$ cat src/design/dpm_pkg.sv
// Package for the dithered palette mapper: constants, codes, shared types
// and the per-channel distance helper. No dependencies.
`default_nettype none

package dpm_pkg;

    // Defaults for the top-level parameters
    localparam int MAX_WIDTH_DEF     = 4096;
    localparam int PALETTE_DEPTH_DEF = 256;
    localparam int ERROR_LIMIT_DEF   = 20;

    // Stream and configuration port widths
    localparam int IN_DATA_W   = 32;
    localparam int IN_USER_W   = 2;
    localparam int OUT_DATA_W  = 8;
    localparam int CFG_IDX_W   = 1;
    localparam int CFG_DATA_W  = 13;
    localparam int WIDTH_CFG_W = 13;
    localparam int PSIZE_CFG_W = 9;

    localparam logic [WIDTH_CFG_W-1:0] WIDTH_RESET = 13'd640;
    localparam logic [PSIZE_CFG_W-1:0] PSIZE_RESET = 9'd256;

    // Squared distance: 3 x 255^2 fits in 18 bits; start value beats every real distance
    localparam int              DIST_W    = 18;
    localparam logic [DIST_W-1:0] DIST_INIT = 18'd200000;

    // Adjusted pixel before clamping: 8-bit input plus a half error of at most 8 bits
    localparam int         ADJ_W    = 11;
    localparam logic [7:0] CHAN_MAX = 8'd255;
    localparam logic [7:0] BIN_MASK = 8'd248;
    localparam logic [7:0] BIN_HALF = 8'd4;

    // Configuration register indexes
    typedef enum logic [CFG_IDX_W-1:0] {
        CFG_IMAGE_WIDTH  = 1'b0,
        CFG_PALETTE_SIZE = 1'b1
    } cfg_idx_t;

    // Request kinds carried in tuser
    typedef enum logic {
        REQ_PAL_WRITE = 1'b0,
        REQ_PIXEL     = 1'b1
    } req_type_t;

    // Sequencer states
    typedef enum logic [2:0] {
        ST_CLEAR,
        ST_IDLE,
        ST_ADJUST,
        ST_SEARCH,
        ST_UPDATE
    } state_t;

    typedef struct packed {
        logic [7:0] red;
        logic [7:0] green;
        logic [7:0] blue;
    } rgb_t;

    // Control from the sequencer to the distance unit
    typedef struct packed {
        logic start;   // reset the running minimum
        logic vld;     // a palette entry is presented this cycle
    } dist_ctl_t;

    // Center of the 5-bit bin a channel value falls in
    function automatic logic [7:0] bin_center(input logic [7:0] c);
        return (c & BIN_MASK) + BIN_HALF;
    endfunction

    // Squared difference of one channel
    function automatic logic [DIST_W-1:0] chan_sq(input logic [7:0] p, input logic [7:0] c);
        logic signed [8:0]  diff;
        logic signed [17:0] prod;
        diff = signed'({1'b0, p}) - signed'({1'b0, c});
        prod = diff * diff;
        return DIST_W'(unsigned'(prod));
    endfunction

endpackage

`default_nettype wire

$ cat src/design/dpm_dist_unit.sv
// Shared distance unit: squared RGB distance of one palette entry per cycle,
// registered, then compared against the running minimum. Uses dpm_pkg.
`default_nettype none

module dpm_dist_unit #(
    parameter int PA_W = 8
) (
    input  logic                clk,
    input  logic                rst_n,
    input  dpm_pkg::dist_ctl_t  ctl,
    input  logic [PA_W-1:0]     entry_idx,
    input  dpm_pkg::rgb_t       entry_rgb,
    input  dpm_pkg::rgb_t       center,
    output logic [PA_W-1:0]     best_idx,
    output dpm_pkg::rgb_t       best_rgb,
    output logic                busy
);
    import dpm_pkg::*;

    logic              d_vld_reg;
    logic [DIST_W-1:0] d_reg;
    logic [DIST_W-1:0] dist_next;
    logic [PA_W-1:0]   d_idx_reg;
    rgb_t              d_rgb_reg;

    logic [DIST_W-1:0] best_min_reg;
    logic [PA_W-1:0]   best_idx_reg;
    rgb_t              best_rgb_reg;
    logic              take_best;

    // Stage 1: distance of the presented entry
    assign dist_next = chan_sq(entry_rgb.red,   center.red)
                     + chan_sq(entry_rgb.green, center.green)
                     + chan_sq(entry_rgb.blue,  center.blue);

    // Stage 2: strict less-than keeps the lowest index on a tie
    assign take_best = d_vld_reg && (d_reg < best_min_reg);

    always_ff @(posedge clk or negedge rst_n)
    begin
        if (!rst_n)
        begin
            d_vld_reg    <= 1'b0;
            best_min_reg <= DIST_INIT;
        end
        else
        begin
            d_vld_reg <= ctl.vld;
            if (ctl.start)
                best_min_reg <= DIST_INIT;
            else if (take_best)
                best_min_reg <= d_reg;
        end
    end

    // Payload registers
    always_ff @(posedge clk)
    begin
        if (ctl.vld)
        begin
            d_reg     <= dist_next;
            d_idx_reg <= entry_idx;
            d_rgb_reg <= entry_rgb;
        end
        if (take_best)
        begin
            best_idx_reg <= d_idx_reg;
            best_rgb_reg <= d_rgb_reg;
        end
    end

    assign best_idx = best_idx_reg;
    assign best_rgb = best_rgb_reg;
    assign busy     = d_vld_reg;

endmodule

`default_nettype wire

$ cat config.mk
export PLATFORM = sky130hd
export DESIGN_NAME = dpm_dist_unit
export DESIGN_NICKNAME = d
export VERILOG_FILES = /design/src/design/dpm_pkg.sv /design/src/design/dpm_dist_unit.sv
export SDC_FILE = /design/constraint.sdc
export NUM_CORES = 1
export LEC_CHECK = 0
export BUFFER_PORTS_ARGS = -buffer_cell sky130_fd_sc_hd__clkbuf_2
export CORE_ASPECT_RATIO = 0.75
export CORE_UTILIZATION = 68
export CTS_BUF_LIST = sky130_fd_sc_hd__clkbuf_16
export DETAILED_ROUTE_END_ITERATION = 16
export HOLD_SLACK_MARGIN = 0.1
export PLACE_DENSITY = 0.95
export SETUP_SLACK_MARGIN = 0.1
export SYNTH_ARGS = -nofsm -noshare
export SYNTH_HDL_FRONTEND = slang
export SYNTH_SLANG_ARGS = --single-unit
$ cat constraint.sdc
create_clock -name clk -period 6.1 [get_ports clk]
set_input_delay 0.61 -clock clk [delete_from_list [all_inputs] [get_ports clk]]
set_output_delay 0.61 -clock clk [all_outputs]
set_load 0.05 [all_outputs]
==> results of run 1 <==
==> cell families after synthesis <==
kind of cell / Yosys count / synth area share
buf+inv: 329 / 0.0971
flops: 101 / 0.228
compound gates: 101 / 0.0569
xor+xnor: 60 / 0.0418
simple gates: 225 / 0.0750
mux: 15 / 0.0117
fa+ha+maj: 371 / 0.490
==> what timing repair did <==
item,4_1_cts
endpoints found under the setup margin,14
hold endpoints to repair,0
buffers inserted,3
pin swaps,24
gates resized for setup,27
==> per-stage QoR <==
step,setup slack (ns),instances,util,TNS [ns]
CTS,-2.12,1743,0.851,-21.60
detailed placement,-2.40,1725,0.827,-25.14
global placement,-1.88,1725,0.827,-18.92
floorplan,-1.59,1202,-,-13.64
==> layer usage <==
metal	GRT usage	GRT overflow
met1	0.724	0
met2	0.870	2
met3	0.605	0
met4	0.670	1
met5	0.417	0
==> impl_metrics.yaml, run 1 <==
placement:
  hpwl_mm: 30.6
  numPortBuffers: 92
  postPlaceCellArea_mm2: 0.0154
  place_congestion: 0.980
outcome:
  stop_stage: "global routing (5_1_grt)"
  status: "aborted with a tool error"
  stop_error: "[ERROR GRT-0232] Routing congestion too high. Check the congestion heatmap in the GUI."
grt:
  grt_max_degree: 52
  track_usage: 0.723
  grt_overflow: 3
logic_synthesis:
  synthTopCellsByCount: "inv_1 (304), fa_1 (225), ha_1 (146), nor2_1 (94), edfxtp_1 (82)"
  syn-mean-instance-area_um2: 10.8
  ys_types: 54
  synth_area_mm2: 0.0129
  synth_most_common_cell: "inv_1"
  synth_area_leaders: "fa_1 (35%), edfxtp_1 (19%), ha_1 (14%), inv_1 (8.8%), xnor2_1 (3.1%)"
  yosysTopAreaCellShare: 0.348
  synth_edf_count: 82
  synth_async_sr_flop_share: 0.188
  ys.flop_type: "edfxtp_1"
  synthCells: 1202
  seq_area_frac_synth: 0.228
  syn-num-nets: 1633
  synth_top_cell_by_area: "fa_1"
  ys_seq_elements: 101
  yosysWarningCount: 0
die:
  dieWidth_um: 161
  num_rows: 43
  ioPinCount: 93
  dieHeight_um: 121
  initial_core_util: 0.697
clocking:
  htreeDepth: 3
  hold_buffers: 0
  clock_path_buffers: 2
  root_buffer: "clkbuf_16"
  cts.sinks: 101
  cts_buffers: 9
timing:
  endpoint_type: "register data pin"
  crit_endpoint: "d_reg[16]$_DFFE_PP_/D"
==> run 2, diff against run 1 <==
==> config.mk (replaced) <==
export PLATFORM = sky130hd
export DESIGN_NAME = dpm_dist_unit
export DESIGN_NICKNAME = d
export VERILOG_FILES = /design/src/design/dpm_pkg.sv /design/src/design/dpm_dist_unit.sv
export SDC_FILE = /design/constraint.sdc
export NUM_CORES = 1
export LEC_CHECK = 0
export BUFFER_PORTS_ARGS = -buffer_cell sky130_fd_sc_hd__clkbuf_2
export CORE_UTILIZATION = 40
export DETAILED_ROUTE_END_ITERATION = 16
export PLACE_DENSITY_LB_ADDON = 0.15
export SYNTH_ARGS = -nofsm -noshare
export SYNTH_HDL_FRONTEND = slang
export SYNTH_SLANG_ARGS = --single-unit
==> run 2 against run 1 <==
Compared with the run above: synthesized cell count stayed put; synthesized area stayed put; the flow now finishes, with violations (negative setup slack).
==> impl_metrics.yaml, run 2 <==
outcome:
  status: "finished, violations left"
  violations: "negative setup slack"
timing:
  fin_setup_tns_ns: -13.72
  max_slew.worst_pin.slew_ns: 0.729
  rsz0062_at_grt: "yes"
  slew_viol_final: 0
  fin_crit_ns: 7.56
  finalSetupViolCount: 13
  max-slew-margin-rel: 0.514
  worst_slack_ns: -1.46
  finalCritPeriodShare: 1.24
  fmax_mhz: 132
  hold_viol_final: 0
  finClkSkew_ns: 0.00904
logic_synthesis:
  seq_area_frac_synth: 0.228
  synth_area_leaders: "fa_1 (35%), edfxtp_1 (19%), ha_1 (14%), inv_1 (8.8%), xnor2_1 (3.1%)"
  yosysWarningCount: 0
  synthCells: 1202
  ys.flop_type: "edfxtp_1"
  syn-mean-instance-area_um2: 10.8
  ys_types: 54
  synth_edf_count: 82
  synth_most_common_cell: "inv_1"
  synth_area_mm2: 0.0129
  ys_seq_elements: 101
  syn-num-nets: 1633
  synth_async_sr_flop_share: 0.188
  yosysTopAreaCellShare: 0.348
  synthTopCellsByCount: "inv_1 (304), fa_1 (225), ha_1 (146), nor2_1 (94), edfxtp_1 (82)"
  synth_top_cell_by_area: "fa_1"
worst_hold_path:
  hold_class: "input port to asynchronous set/reset pin"
worst_setup_path:
  cp_common_cell: "fa_1"
  rr_worst_depth: 9
  timing.rr.start: "d_reg[7]"
  r2r_slack_ns: 2.93
  path_max_fanout: 7
  worstReg2RegEnd: "best_min_reg[1]"
  arrival_ns: 7.68
  path_class: "input port to flip-flop"
  cpPeakStageDelay_ns: 0.56
  slowest_stage: "fa_1"
  required_ns: 6.22
  start_kind: "input port"
  end_kind: "flip-flop"
clocking:
  clk_latency_ns: 0.36
  clock_path_buffers: 2
  root_buffer: "clkbuf_16"
  cts.clk_slew.worst_paths_ns: 0.07
  htreeDepth: 3
  cts.sinks: 101
  cts_buffers: 9
  cts_tree: "yes"
die:
  dieWidth_um: 182
  num_rows: 65
  dieHeight_um: 182
  initial_core_util: 0.408
  dieArea_mm2: 0.0330
  core_area_mm2: 0.0317
  ioPinCount: 93
detailed_routing:
  drt_wl_total_mm: 27.6
  drt_pass1_iterations: 4
  drc_errors: 0
  drtIter0Drc: 231
  num_vias: 8913
  viasPerCell: 4.62
  wire_per_inst_um: 14.3
  antenna_left: 0
grt:
  antenna_found_initial: 0
  track_usage: 0.182
  grt_pass1_vias: 9534
  grt_pass1_wl_mm: 47.1
  grt_max_degree: 52
  grt_overflow: 0
final_layout:
  layout_commonest_cell: "inv_1"
  fill_cells: 2917
  final_util: 0.520
  final_cell_mix: "inv_1 (290), buf_4 (225), fa_1 (206)"
  seqCellArea_mm2: 0.00295
  diodes: 0
  drive_above_1_share: 0.303
  fin_nets: 1952
  multi_input_area_mm2: 0.00923
  syn_to_final_growth_pct: 27.6
  fin_area_mm2: 0.0165
placement:
  hpwl_mm: 24.3
  postPlaceCellArea_mm2: 0.0157
  numPortBuffers: 92
  place_congestion: 0.911
flow_run:
  maxCapViolCount: 0
-- run 2: cell counts after synthesis --
No cell type changed its count.
-- run 2: worst max-delay path by stage --
stage | from | endpoint | slack, ns
after floorplan | entry_rgb[16] | d_reg[14] | -1.59
after global placement | entry_rgb[0] | d_reg[14] | -1.90
after detailed placement | center[1] | d_reg[14] | -1.95
after CTS | entry_rgb[0] | d_reg[14] | -1.46
after global routing | entry_rgb[16] | d_reg[16] | -1.79
final | entry_rgb[0] | d_reg[14] | -1.46
-- run 2: layout make-up --
type / instances / share of cell area
Clock buffer: 9 / 0.0137
Clock inverter: 7 / 0.00546
Tap cell: 402 / 0.0305
Multi-Input combinational cell: 772 / 0.560
Inverter: 314 / 0.0736
Timing Repair Buffer: 323 / 0.139
Sequential cell: 101 / 0.179
-- run 2: cells by family after synthesis --
| logic type | share of synthesized area |
|---|---|
| AOI/OAI and AO/OA | 0.0569 |
| buffers and inverters | 0.0971 |
| DFF | 0.228 |
| and+or+nand+nor | 0.0750 |
| adders and majority gates | 0.490 |
| muxes | 0.0117 |
| xor gates and xnor gates | 0.0418 |
-- run 2: stage by stage --
stage / cells / hold WS (ns) / setup WS (ns)
2_1_floorplan: 1202 / 0.314 / -1.59
3_3_place_gp: 1897 / 0.400 / -1.90
3_5_place_dp: 1897 / 0.405 / -1.95
4_1_cts: 1922 / 0.220 / -1.46
5_1_grt: 1928 / 0.242 / -1.79
6_report: 1928 / 0.215 / -1.46
-- run 2: routing by layer --
layer	vias up	global-route usage	routed length, um	share of wire
met5	-	0	0	0
met4	0	0.0400	303	0.011
met3	20	0.0183	932	0.034
met2	98	0.312	13700	0.50
met1	4438	0.249	12700	0.46
li1	4357	-	-	-
-- run 2: timing repair --
action | 4_1_cts | 5_1_grt
resized for setup | 41 | 50
setup buffers | 10 | 8
hold buffers | 0 | 0
endpoints found under the hold margin | 0 | 0
endpoints found under the setup margin | 13 | 14
pin swaps | 26 | 54
-- run 2: worst max-delay path, delay by kind of cell --
| family | cells | cell delay (ns) |
|---|---|---|
| adder cells (fa/ha/maj) | 10 | 4.15 |
| XOR/XNOR | 3 | 0.37 |
| AND/OR/NAND/NOR | 1 | 0.13 |
| AO/OA/AOI/OAI | 10 | 1.85 |
| buffers and inverters | 6 | 0.53 |
Power of run 2 is not shown: default switching activity piles up to over one toggle a cycle in this logic, so the estimate is an artifact.
